[config.mk]
export PLATFORM = sky130hd
export DESIGN_NAME = postfix_stack_evaluator_core
export DESIGN_NICKNAME = d
export VERILOG_FILES = /design/src/design/pse_pkg.sv /design/src/design/pse_div.sv /design/src/design/pse_dpath.sv /design/src/design/pse_ctrl.sv /design/src/design/postfix_stack_evaluator_core.sv
export SDC_FILE = /design/constraint.sdc
export NUM_CORES = 2
export LEC_CHECK = 0
export BUFFER_PORTS_ARGS = -buffer_cell sky130_fd_sc_hd__buf_2
export CAP_MARGIN = 30
export CORE_ASPECT_RATIO = 0.7
export CORE_MARGIN = 5
export CORE_UTILIZATION = 45
export DETAILED_ROUTE_END_ITERATION = 12
export PLACE_DENSITY = 0.61
export SLEW_MARGIN = 20
export SYNTH_ARGS = -nofsm -noshare
export SYNTH_HDL_FRONTEND = slang
export SYNTH_HIERARCHICAL = 1
export SYNTH_SLANG_ARGS = --single-unit
[constraint.sdc]
create_clock -name clk_i -period 18.56 [get_ports clk_i]
set_clock_uncertainty 0.1 [all_clocks]
set_input_delay 1.856 -clock clk_i [delete_from_list [all_inputs] [get_ports clk_i]]
set_output_delay 1.856 -clock clk_i [all_outputs]
set_load 0.02 [all_outputs]
[src/design/pse_pkg.sv]
// shared types and constants for the postfix stack evaluator
// no dependencies

package pse_pkg;

  localparam int DataW           = 32;
  localparam int SymW            = 8;
  localparam int DefStackDepth   = 32;
  localparam int DivSteps        = DataW;
  localparam int DivCntW         = $clog2(DivSteps + 1);

  localparam logic [SymW-1:0] SymZero  = 8'h30;
  localparam logic [SymW-1:0] SymNine  = 8'h39;
  localparam logic [SymW-1:0] SymMul   = 8'h2a;
  localparam logic [SymW-1:0] SymDiv   = 8'h2f;
  localparam logic [SymW-1:0] SymMod   = 8'h25;
  localparam logic [SymW-1:0] SymAdd   = 8'h2b;
  localparam logic [SymW-1:0] SymSub   = 8'h2d;
  localparam logic [SymW-1:0] SymAnd   = 8'h26;
  localparam logic [SymW-1:0] SymOr    = 8'h7c;
  localparam logic [SymW-1:0] SymXor   = 8'h5e;
  localparam logic [SymW-1:0] SymShl   = 8'h6c;
  localparam logic [SymW-1:0] SymShr   = 8'h72;

  typedef enum logic [2:0] {
    ST_OK      = 3'd0,
    ST_UNDER   = 3'd1,
    ST_OVER    = 3'd2,
    ST_DIVZ    = 3'd3,
    ST_UNKNOWN = 3'd4
  } status_e;

  // controller to datapath
  typedef struct packed {
    logic    capture;
    logic    push;
    logic    rd_req;
    logic    alu_wr;
    logic    div_start;
    logic    div_wr;
    logic    flag;
    status_e flag_code;
    logic    out_load;
  } pse_cmd_t;

  // datapath to controller
  typedef struct packed {
    logic is_digit;
    logic is_op;
    logic is_divop;
    logic full;
    logic lt2;
    logic rhs_zero;
    logic div_done;
  } pse_sts_t;

  function automatic logic is_operator(input logic [SymW-1:0] c);
    return (c == SymMul) || (c == SymDiv) || (c == SymMod) || (c == SymAdd) ||
           (c == SymSub) || (c == SymAnd) || (c == SymOr) || (c == SymXor) ||
           (c == SymShl) || (c == SymShr);
  endfunction

endpackage

[src/design/pse_div.sv]
// iterative radix-2 signed divider, one quotient bit per cycle
// depends on pse_pkg

module pse_div import pse_pkg::*; (
  input  logic             clk_i,
  input  logic             rst_ni,
  input  logic             start_i,
  input  logic             want_rem_i,
  input  logic [DataW-1:0] dividend_i,
  input  logic [DataW-1:0] divisor_i,
  output logic             done_o,
  output logic [DataW-1:0] result_o
);

  logic [DivCntW-1:0] cnt_q, cnt_d;
  logic               done_q, done_d;
  logic [DataW-1:0]   quo_q, quo_d;
  logic [DataW-1:0]   rem_q, rem_d;
  logic [DataW-1:0]   mb_q, mb_d;
  logic               neg_q_q, neg_q_d;
  logic               neg_r_q, neg_r_d;
  logic               rem_sel_q, rem_sel_d;
  logic [DataW:0]     rem_sh;
  logic [DataW:0]     diff;
  logic [DataW-1:0]   ma, mb;

  assign ma     = dividend_i[DataW-1] ? (DataW'(0) - dividend_i) : dividend_i;
  assign mb     = divisor_i[DataW-1] ? (DataW'(0) - divisor_i) : divisor_i;
  assign rem_sh = {rem_q, quo_q[DataW-1]};
  assign diff   = rem_sh - {1'b0, mb_q};

  always_comb begin
    cnt_d     = cnt_q;
    done_d    = 1'b0;
    quo_d     = quo_q;
    rem_d     = rem_q;
    mb_d      = mb_q;
    neg_q_d   = neg_q_q;
    neg_r_d   = neg_r_q;
    rem_sel_d = rem_sel_q;
    if (start_i) begin
      cnt_d     = DivCntW'(DivSteps);
      quo_d     = ma;
      rem_d     = '0;
      mb_d      = mb;
      neg_q_d   = dividend_i[DataW-1] ^ divisor_i[DataW-1];
      neg_r_d   = dividend_i[DataW-1];
      rem_sel_d = want_rem_i;
    end else if (cnt_q != '0) begin
      cnt_d = cnt_q - DivCntW'(1);
      if (!diff[DataW]) begin
        rem_d = diff[DataW-1:0];
        quo_d = {quo_q[DataW-2:0], 1'b1};
      end else begin
        rem_d = rem_sh[DataW-1:0];
        quo_d = {quo_q[DataW-2:0], 1'b0};
      end
      if (cnt_q == DivCntW'(1)) begin
        done_d = 1'b1;
      end
    end
  end

  always_ff @(posedge clk_i or negedge rst_ni) begin
    if (!rst_ni) begin
      cnt_q  <= '0;
      done_q <= 1'b0;
    end else begin
      cnt_q  <= cnt_d;
      done_q <= done_d;
    end
  end

  always_ff @(posedge clk_i) begin
    quo_q     <= quo_d;
    rem_q     <= rem_d;
    mb_q      <= mb_d;
    neg_q_q   <= neg_q_d;
    neg_r_q   <= neg_r_d;
    rem_sel_q <= rem_sel_d;
  end

  assign done_o = done_q;

  always_comb begin
    if (rem_sel_q) begin
      result_o = neg_r_q ? (DataW'(0) - rem_q) : rem_q;
    end else begin
      result_o = neg_q_q ? (DataW'(0) - quo_q) : quo_q;
    end
  end

endmodule

[src/design/pse_dpath.sv]
// datapath: operand stack memory, top-of-stack register, alu, divider, result beat
// depends on pse_pkg and pse_div

module pse_dpath import pse_pkg::*; #(
  parameter int StackDepth = DefStackDepth
) (
  input  logic             clk_i,
  input  logic             rst_ni,
  input  logic [SymW-1:0]  symbol_i,
  input  logic             last_i,
  input  pse_cmd_t         cmd_i,
  output pse_sts_t         sts_o,
  output logic [DataW-1:0] value_o,
  output logic [2:0]       status_o,
  output logic             done_res_o
);

  localparam int AW = (StackDepth > 1) ? $clog2(StackDepth) : 1;
  localparam int LW = $clog2(StackDepth + 1);
  localparam logic [LW-1:0] DepthL = LW'(StackDepth);

  logic [DataW-1:0] mem_q [StackDepth];
  logic [DataW-1:0] rdata_q;
  logic [DataW-1:0] tos_q;
  logic [LW-1:0]    level_q;
  status_e          err_q;
  logic [SymW-1:0]  sym_q;
  logic             last_q;
  logic [DataW-1:0] value_q;
  logic [2:0]       status_q;
  logic             done_q;
  logic [LW-1:0]    waddr, raddr;
  logic [DataW-1:0] alu_res;
  logic [DataW-1:0] div_res;
  logic             div_done;

  assign waddr = level_q - LW'(1);
  assign raddr = level_q - LW'(2);

  // the memory holds every entry below the top of stack
  always_ff @(posedge clk_i) begin
    if (cmd_i.push && (level_q != '0)) begin
      mem_q[waddr[AW-1:0]] <= tos_q;
    end
    if (cmd_i.rd_req) begin
      rdata_q <= mem_q[raddr[AW-1:0]];
    end
  end

  always_comb begin
    unique case (sym_q)
      SymMul:  alu_res = rdata_q * tos_q;
      SymAdd:  alu_res = rdata_q + tos_q;
      SymSub:  alu_res = rdata_q - tos_q;
      SymAnd:  alu_res = rdata_q & tos_q;
      SymOr:   alu_res = rdata_q | tos_q;
      SymXor:  alu_res = rdata_q ^ tos_q;
      SymShl:  alu_res = rdata_q << tos_q[4:0];
      default: alu_res = DataW'($signed(rdata_q) >>> tos_q[4:0]);
    endcase
  end

  pse_div u_div (
    .clk_i      (clk_i),
    .rst_ni     (rst_ni),
    .start_i    (cmd_i.div_start),
    .want_rem_i (sym_q == SymMod),
    .dividend_i (rdata_q),
    .divisor_i  (tos_q),
    .done_o     (div_done),
    .result_o   (div_res)
  );

  always_ff @(posedge clk_i or negedge rst_ni) begin
    if (!rst_ni) begin
      level_q <= '0;
      err_q   <= ST_OK;
    end else begin
      if (cmd_i.out_load && last_q) begin
        level_q <= '0;
        err_q   <= ST_OK;
      end else begin
        if (cmd_i.push) begin
          level_q <= level_q + LW'(1);
        end else if (cmd_i.alu_wr || cmd_i.div_wr) begin
          level_q <= level_q - LW'(1);
        end
        if (cmd_i.flag && (err_q == ST_OK)) begin
          err_q <= cmd_i.flag_code;
        end
      end
    end
  end

  always_ff @(posedge clk_i) begin
    if (cmd_i.capture) begin
      sym_q  <= symbol_i;
      last_q <= last_i;
    end
    if (cmd_i.push) begin
      tos_q <= DataW'(sym_q - SymZero);
    end else if (cmd_i.alu_wr) begin
      tos_q <= alu_res;
    end else if (cmd_i.div_wr) begin
      tos_q <= div_res;
    end
    if (cmd_i.out_load) begin
      value_q  <= (level_q != '0) ? tos_q : '0;
      status_q <= err_q;
      done_q   <= last_q;
    end
  end

  assign sts_o.is_digit = (sym_q >= SymZero) && (sym_q <= SymNine);
  assign sts_o.is_op    = is_operator(sym_q);
  assign sts_o.is_divop = (sym_q == SymDiv) || (sym_q == SymMod);
  assign sts_o.full     = (level_q == DepthL);
  assign sts_o.lt2      = (level_q < LW'(2));
  assign sts_o.rhs_zero = (tos_q == '0);
  assign sts_o.div_done = div_done;

  assign value_o    = value_q;
  assign status_o   = status_q;
  assign done_res_o = done_q;

endmodule

[src/design/pse_ctrl.sv]
// controller state machine: sequences decode, stack read, alu or divide, result beat
// depends on pse_pkg

module pse_ctrl import pse_pkg::*; (
  input  logic     clk_i,
  input  logic     rst_ni,
  input  logic     in_valid_i,
  output logic     in_stall_o,
  output logic     out_valid_o,
  input  logic     out_stall_i,
  input  pse_sts_t sts_i,
  output pse_cmd_t cmd_o
);

  typedef enum logic [2:0] {
    S_IDLE,
    S_DECODE,
    S_LOAD,
    S_DIVW,
    S_FIN
  } state_e;

  state_e state_q, state_d;
  logic   out_valid_q, out_valid_d;
  logic   slot_free;

  assign slot_free = !out_valid_q || !out_stall_i;

  always_comb begin
    state_d     = state_q;
    out_valid_d = out_valid_q && out_stall_i;
    cmd_o       = '0;
    cmd_o.flag_code = ST_OK;
    unique case (state_q)
      S_IDLE: begin
        if (in_valid_i) begin
          cmd_o.capture = 1'b1;
          state_d       = S_DECODE;
        end
      end
      S_DECODE: begin
        state_d = S_FIN;
        if (sts_i.is_digit) begin
          if (sts_i.full) begin
            cmd_o.flag      = 1'b1;
            cmd_o.flag_code = ST_OVER;
          end else begin
            cmd_o.push = 1'b1;
          end
        end else if (sts_i.is_op) begin
          if (sts_i.lt2) begin
            cmd_o.flag      = 1'b1;
            cmd_o.flag_code = ST_UNDER;
          end else begin
            cmd_o.rd_req = 1'b1;
            state_d      = S_LOAD;
          end
        end else begin
          cmd_o.flag      = 1'b1;
          cmd_o.flag_code = ST_UNKNOWN;
        end
      end
      S_LOAD: begin
        state_d = S_FIN;
        if (sts_i.is_divop) begin
          if (sts_i.rhs_zero) begin
            cmd_o.flag      = 1'b1;
            cmd_o.flag_code = ST_DIVZ;
          end else begin
            cmd_o.div_start = 1'b1;
            state_d         = S_DIVW;
          end
        end else begin
          cmd_o.alu_wr = 1'b1;
        end
      end
      S_DIVW: begin
        if (sts_i.div_done) begin
          cmd_o.div_wr = 1'b1;
          state_d      = S_FIN;
        end
      end
      S_FIN: begin
        if (slot_free) begin
          cmd_o.out_load = 1'b1;
          out_valid_d    = 1'b1;
          state_d        = S_IDLE;
        end
      end
      default: state_d = S_IDLE;
    endcase
  end

  always_ff @(posedge clk_i or negedge rst_ni) begin
    if (!rst_ni) begin
      state_q     <= S_IDLE;
      out_valid_q <= 1'b0;
    end else begin
      state_q     <= state_d;
      out_valid_q <= out_valid_d;
    end
  end

  assign in_stall_o  = (state_q != S_IDLE);
  assign out_valid_o = out_valid_q;

endmodule

[src/design/postfix_stack_evaluator_core.sv]
// Postfix expression evaluator: one character per input beat, one result beat per input
// beat carrying the top of stack, the sticky status and the end-of-expression flag.
// From acceptance, a digit passes decode and finish; an operator other than / and % passes
// decode, stack read and alu write-back; / or % pass decode, stack read, the radix-2 divider
// (32 steps) and write-back; underflow and unknown symbols end after decode, divide by zero
// after the stack read. The next input beat can be accepted in the cycle the result appears.
// A held result does not block the next input beat; it only delays the end of the following
// item. The operand stack lives in a memory below a top-of-stack register and needs no
// clearing after reset. depends on pse_pkg, pse_ctrl, pse_dpath

module postfix_stack_evaluator_core import pse_pkg::*; #(
  parameter int StackDepth = DefStackDepth
) (
  input  logic             clk_i,
  input  logic             rst_ni,
  input  logic             in_valid_i,
  output logic             in_stall_o,
  input  logic [SymW-1:0]  symbol_i,
  input  logic             last_i,
  output logic             out_valid_o,
  input  logic             out_stall_i,
  output logic [DataW-1:0] value_o,
  output logic [2:0]       status_o,
  output logic             done_res_o
);

  pse_cmd_t cmd;
  pse_sts_t sts;

  pse_ctrl u_ctrl (
    .clk_i       (clk_i),
    .rst_ni      (rst_ni),
    .in_valid_i  (in_valid_i),
    .in_stall_o  (in_stall_o),
    .out_valid_o (out_valid_o),
    .out_stall_i (out_stall_i),
    .sts_i       (sts),
    .cmd_o       (cmd)
  );

  pse_dpath #(
    .StackDepth (StackDepth)
  ) u_dpath (
    .clk_i      (clk_i),
    .rst_ni     (rst_ni),
    .symbol_i   (symbol_i),
    .last_i     (last_i),
    .cmd_i      (cmd),
    .sts_o      (sts),
    .value_o    (value_o),
    .status_o   (status_o),
    .done_res_o (done_res_o)
  );

  // an accepted beat is followed by work, never by another accept
  a_accept_then_busy: assert property (@(posedge clk_i) disable iff (!rst_ni)
    (in_valid_i && !in_stall_o) |=> in_stall_o)
    else $error("input accepted while item in progress");

  // a new result beat only appears while an item is being finished
  a_result_from_item: assert property (@(posedge clk_i) disable iff (!rst_ni)
    $rose(out_valid_o) |-> $past(in_stall_o))
    else $error("result beat without an item");

  // one stack update per cycle
  a_single_stack_op: assert property (@(posedge clk_i) disable iff (!rst_ni)
    $countones({cmd.push, cmd.alu_wr, cmd.div_wr}) <= 1)
    else $error("conflicting stack updates");

  // the divider never reports completion right after a start
  a_div_latency: assert property (@(posedge clk_i) disable iff (!rst_ni)
    cmd.div_start |=> !sts.div_done)
    else $error("divider finished too early");

endmodule
* Word-level counts from Yosys, hierarchy flattened *
Memory sizes are Yosys's and may differ from the RTL's. A register that Yosys moved wholly into a read port is not among the register bits.
Cells that the tools add are included.

storage, ports and cells
  register bits = 196
  memory bits (writable) = 1024
  bits of input ports = 13
  output and inout port bits = 38
  memories kept = 1

cells by class
  add/sub/neg operators = 12
  $mul = 1
  order comparisons = 3
  equality and inequality tests = 19
  shift operators = 2
  multiplexer cells = 59
  bitwise gates (word level) = 4
  reduce and logical (&&, ||, !) cells = 30

memory list
  name           depth  bits a word  rd ports  clocked after memory_dff  write ports  line             text
  u_dpath.mem_q  32     32           1         1                         1            pse_dpath.sv:22  logic [DataW-1:0] mem_q [StackDepth];

operators by type and width
  operator                                                             number
  32-bit 2-to-1 mux                                                    10
  32-bit case mux with 7 select lines                                  1
  1-bit by 32-bit subtractor with 32-bit output, first input constant  4
  8-bit by 6-bit == test with 1-bit output, second input constant      6
  33-bit by 32-bit subtractor with 33-bit output                       1
  32-bit adder                                                         1
  32-bit AND                                                           1
  8-bit by 7-bit == test with 1-bit output, second input constant      4
  32-bit logical NOT                                                   1
  32-bit by 32-bit multiplier with 32-bit output                       1
  32-bit bitwise OR                                                    1
  32-bit by 5-bit << shifter with 32-bit output                        1
  32-bit by 5-bit >>> shifter with 32-bit output                       1
  32-bit subtractor                                                    1
  32-bit XOR                                                           1
  31-bit 2-to-1 mux                                                    1
  3-bit 2-to-1 mux                                                     10
  6-bit 2-to-1 mux                                                     5
  4-bit 2-to-1 mux                                                     6
  1-bit 2-to-1 mux                                                     22
  3-bit case mux with 5 select lines                                   1
  1-bit logical OR                                                     12
  6-bit nonzero test                                                   2
  6-bit by 1-bit subtractor with 6-bit output, second input constant   2
  other kinds (22)                                                     34

* Depth between registers and ports, before layout *
  depth in word-level cells = 16
  depth in mapped cells = 31
  depth with buffers taken out = 26

* Hierarchy *
The synthesis kept the hierarchy.

modules (own cells, without submodules)
  module     instances  cells each  area an instance (sq um)
  pse_dpath  1          4665        66480.0
  pse_div    1          1070        8968.6
  pse_ctrl   1          43          336.6

* Worst setup path after synthesis *
OpenSTA, ideal clock, no wires.

  path kind = flip-flop to flip-flop
  start point = register u_dpath.tos_q[2]
  end point = register u_dpath.tos_q[29], data pin
  library setup time = 0.266 ns
  data arrival time = 7.793 ns
  slack = 10.401 ns
  cell stages (with the launch flop) = 28
  clock period less this slack = 8.159 ns
  cells stage by stage = edfxtp_1 -> buf_2 -> inv_1 -> buf_2 -> buf_2 -> buf_2 -> buf_1 -> nor2_1 -> fa_1 -> inv_1 -> fa_1 -> fa_1 -> fa_1 -> inv_1 -> fa_1 -> fa_1 -> fa_1 -> fa_1 -> ha_1 -> buf_2 -> and4_1 -> and2_1 -> and3_1 -> a211oi_1 -> nor2_1 -> xor2_1 -> a221oi_1 -> a21oi_1

on the way
  word-level cells in the longest chain between the ends = 4

RTL lines
  what                                                                          line              text
  start: declaration                                                            pse_dpath.sv:24   logic [DataW-1:0] tos_q;
  start signal: assignment                                                      pse_dpath.sv:101  tos_q <= DataW'(sym_q - SymZero);
  start signal: assignment                                                      pse_dpath.sv:103  tos_q <= alu_res;
  start signal: assignment                                                      pse_dpath.sv:105  tos_q <= div_res;
  32-bit by 32-bit multiplier with 32-bit output, or another cell as far along  pse_dpath.sv:52   SymMul: alu_res = rdata_q * tos_q;
  32-bit case mux with 7 select lines (*)                                       pse_dpath.sv:51   unique case (sym_q)
  32-bit 2-to-1 mux (*)                                                         pse_dpath.sv:102  end else if (cmd_i.alu_wr) begin
  32-bit 2-to-1 mux (*)                                                         pse_dpath.sv:100  if (cmd_i.push) begin

Every way passes the cells marked *; elsewhere a longest branch is shown, timed or not.
A chain may end at the register's enable or synchronous reset.

* Worst setup path after layout *
  start point = register u_dpath.tos_q[12]
  end point = register u_dpath.tos_q[22], data pin

on the way
  word-level cells in the longest chain between the ends = 4

RTL lines
  what                                                                          line
  32-bit by 32-bit multiplier with 32-bit output, or another cell as far along  pse_dpath.sv:52
  32-bit case mux with 7 select lines (*)                                       pse_dpath.sv:51
  32-bit 2-to-1 mux (*)                                                         pse_dpath.sv:102
  32-bit 2-to-1 mux (*)                                                         pse_dpath.sv:100

Marked as above.

==> flow_metrics.env <==
export IMPL_regToRegSetupSlack_ns=9.70
export IMPL_synth_cell_types=111
export IMPL_cts_htree_levels=3
export IMPL_cp_cell_sequence="buf_4 -> clkinv_1 -> nor2_1 -> fa_1 -> fa_1 -> fa_1 -> inv_1 -> fa_1 -> inv_1 -> fa_1 -> ha_1 -> fa_1 -> fa_1 -> ha_1 -> a21oi_1 -> o211ai_1 -> a211oi_1 -> nor3_1 -> o21ai_0 -> a21oi_1 -> a41o_1 -> a21oi_1 -> o21ai_1"
export IMPL_slew_headroom_pct=19.1
export IMPL_place_inst=7901
export IMPL_track_usage_pct=28.4
export IMPL_cts_made_buffers=119
export IMPL_cp_max_fo=41
export IMPL_root_buffer="clkbuf_16"
export IMPL_peakVddDrop_mv=0.575
export IMPL_yosysSeqAreaShare_pct=49.1
export IMPL_synth_flop_cell="edfxtp_1"
export IMPL_powerDensity_nw_per_um2=204
export IMPL_period_minus_slack_ns=8.86
export IMPL_synth_area_sq_um=75800
export IMPL_fin_nets=6482
export IMPL_hp_start="u_dpath/last_q"
export IMPL_wirelength_microns=254000
export IMPL_die_area_sq_um=177000
export IMPL_worstSkewPairLatency_ns=0.79
export IMPL_holdPathStages=0
export IMPL_drtPass1Iterations=8
export IMPL_cap_violations=0
export IMPL_utilization_pct=49.4
export IMPL_postCtsSetupBuffers=0
export IMPL_detail_route_antenna_nets=0
export IMPL_cts_resized=0
export IMPL_startpoint_type="register"
export IMPL_io_pin_count=51
export IMPL_clkTransAtPathRegs_ns=0.09
export IMPL_finalCritPeriodShare_pct=47.7
export IMPL_fmax_ghz=0.113
export IMPL_synthCells=5778
export IMPL_grt_ovfl_total=0
export IMPL_port_buffers=50
export IMPL_mostFrequentLayoutCell="edfxtp_1"
export IMPL_grt_max_degree=148
export IMPL_crit_family="adder cells"
export IMPL_vias=51200
export IMPL_gp_congestion=0.986
export IMPL_yosys_register_bits=1252
export IMPL_finalNonFillerCells=8132
export IMPL_timing_rr_end="u_dpath/tos_q[22]"
export IMPL_p_leak_nw=30.2
export IMPL_cts_sinks=1252
export IMPL_status="finished clean"
export IMPL_async_flop_share_pct=1.60
export IMPL_worst_path_max_delay_cell="clkinv_1"
export IMPL_synth_nets=6471
export IMPL_critPathCaptureType="register"
export IMPL_total_power_w=0.0170
export IMPL_core_region_area_sq_um=168000
export IMPL_syn_area_per_cell_sq_um=13.1
export IMPL_drt_iter0_markers=7041
export IMPL_fp_dieH_microns=353
export IMPL_viasPerCell=6.29
export IMPL_setup_viol=0
export IMPL_fin_tns_setup_ns=0
export IMPL_rows=126
export IMPL_path_common_cell="fa_1"
export IMPL_antenna_found_initial=6
export IMPL_fp_dieW_microns=500
export IMPL_mostFrequentLayoutCells="1200 x edfxtp_1, 619 x nor2_1, 491 x inv_1"
export IMPL_place_hpwl_microns=163000
export IMPL_drive_gt1_share_pct=15.5
export IMPL_pre_cts_ws_ns=9.95
export IMPL_worst_pin_slew_ns=1.21
export IMPL_start_util_pct=45.1
export IMPL_synth_edf_count=1200
export IMPL_yosysTopAreaCell="edfxtp_1"
export IMPL_cts_tree="built"
export IMPL_yosysWarningCount=6
export IMPL_crit_buf_inv=4
export IMPL_required_ns=18.92
export IMPL_reg2reg_from="u_dpath/tos_q[12]"
export IMPL_rsz0062_at_grt="no"
export IMPL_drv_slew=0
export IMPL_hold_class="reg -> reg"
export IMPL_ctsLongestPathBuffers=3
export IMPL_ys_top_cells_by_area="edfxtp_1 48%, mux4_2 11%, fa_1 11%"
export IMPL_postCtsHoldBufs=0
export IMPL_max_stage_delay_ns=0.93
export IMPL_first_global_vias=49900
export IMPL_drc=0
export IMPL_crit_type="reg -> reg"
export IMPL_min_to="u_dpath/done_res_o"
export IMPL_grt_pass1_wl_microns=364000
export IMPL_routedWlPerCell_microns=31.2
export IMPL_worstRegToRegCells=23
export IMPL_synth_top_area_share_pct=47.5
export IMPL_final_hold_viol_count=0
export IMPL_timing_final_ws_setup_ns=9.70
export IMPL_arrival_ns=9.22
export IMPL_syn_to_final_growth_pct=9.65
==> worst max-delay path by stage <==
stage / startpoint / endpoint / slack, ns / depth (start not counted)
4_1_cts: u_dpath/tos_q[12] / u_dpath/tos_q[31] / 9.91 / 23
3_3_place_gp: u_dpath/tos_q[12] / u_dpath/tos_q[31] / 10.07 / 23
5_1_grt: u_dpath/tos_q[12] / u_dpath/tos_q[22] / 9.50 / 23
3_5_place_dp: u_dpath/tos_q[12] / u_dpath/tos_q[31] / 9.95 / 23
6_report: u_dpath/tos_q[12] / u_dpath/tos_q[22] / 9.70 / 23
2_1_floorplan: u_dpath/tos_q[2] / u_dpath/tos_q[29] / 10.40 / 27
==> registers in the layout (all words and copies together), names as in the netlist, 3 cells and up <==
register / cells
u_dpath/sym_q: 8
u_dpath/tos_q: 32
u_dpath/u_div/rem_q: 32
u_dpath/value_o: 32
u_dpath/mem_q: 1024
u_dpath/u_div/quo_q: 32
u_dpath/status_o: 3
u_dpath/rdata_q: 32
u_dpath/level_q: 6
u_dpath/err_q: 3
u_dpath/u_div/cnt_q: 6
u_ctrl/state_q: 3
u_dpath/u_div/mb_q: 32
==> synth_stat cells (all sizes together), types with 16 or more instances <==
| master | instances |
|---|---|
| a211oi | 33 |
| a21o | 39 |
| a21oi | 210 |
| a221oi | 31 |
| a22oi | 27 |
| and2 | 16 |
| and3 | 22 |
| buf | 126 |
| clkbuf | 208 |
| clkinv | 19 |
| dfrtp | 20 |
| dfxtp | 32 |
| edfxtp | 1200 |
| fa | 410 |
| ha | 270 |
| inv | 498 |
| mux2 | 41 |
| mux2i | 62 |
| mux4 | 368 |
| nand2 | 408 |
| nand2b | 22 |
| nand3 | 54 |
| nand3b | 18 |
| nand4 | 25 |
| nor2 | 656 |
| nor2b | 20 |
| nor3 | 52 |
| nor4 | 21 |
| o2111ai | 20 |
| o211ai | 42 |
| o21a | 21 |
| o21ai | 199 |
| o31ai | 48 |
| o41ai | 20 |
| or3 | 40 |
| or4 | 22 |
| xnor2 | 186 |
| xor2 | 98 |
==> where the power goes <==
part           switching [W]  internal [W]  total [W]  leakage, nW
clock network        0.00111       0.00135    0.00246         1.90
logic                0.00649       0.00445     0.0109         16.9
registers           0.000238       0.00332    0.00356         11.4
==> cell families after synthesis <==
family                     synth area share [%]
DFF                                        49.1
buffers and inverters                      4.47
and+or+nand+nor                            8.50
xor gates and xnor gates                   3.32
muxes                                      12.4
AOI/OAI and AO/OA                          7.00
adders and majority gates                  15.3
==> layer usage <==
metal  wire length [microns]  GRT usage [%]  vias to the layer above
met5                     184          0.785                        -
met4                    7350           7.28                        4
met3                   35700           10.1                      443
met2                  101000           37.9                     3268
met1                  110000           43.7                    26400
li1                        -              -                    21100
==> metrics by stage <==
stage,hold WS [ns],instance area [sq um]
after detailed placement,0.385,79100
after global placement,0.389,79000
after CTS,0.400,83000
final,0.399,83100
after floorplan,0.317,75800
after global routing,0.406,83100
==> cell type report <==
type	instances	area [sq um]
Timing Repair Buffer	224	1720
Tap cell	2240	2800
Sequential cell	1252	37200
Antenna cell	3	7.51
Clock inverter	73	747
Multi-Input combinational cell	3675	35600
Fill cell	14500	85000
Inverter	517	1940
Clock buffer	148	3140
No activity file was read; power rests on OpenSTA's default activity.
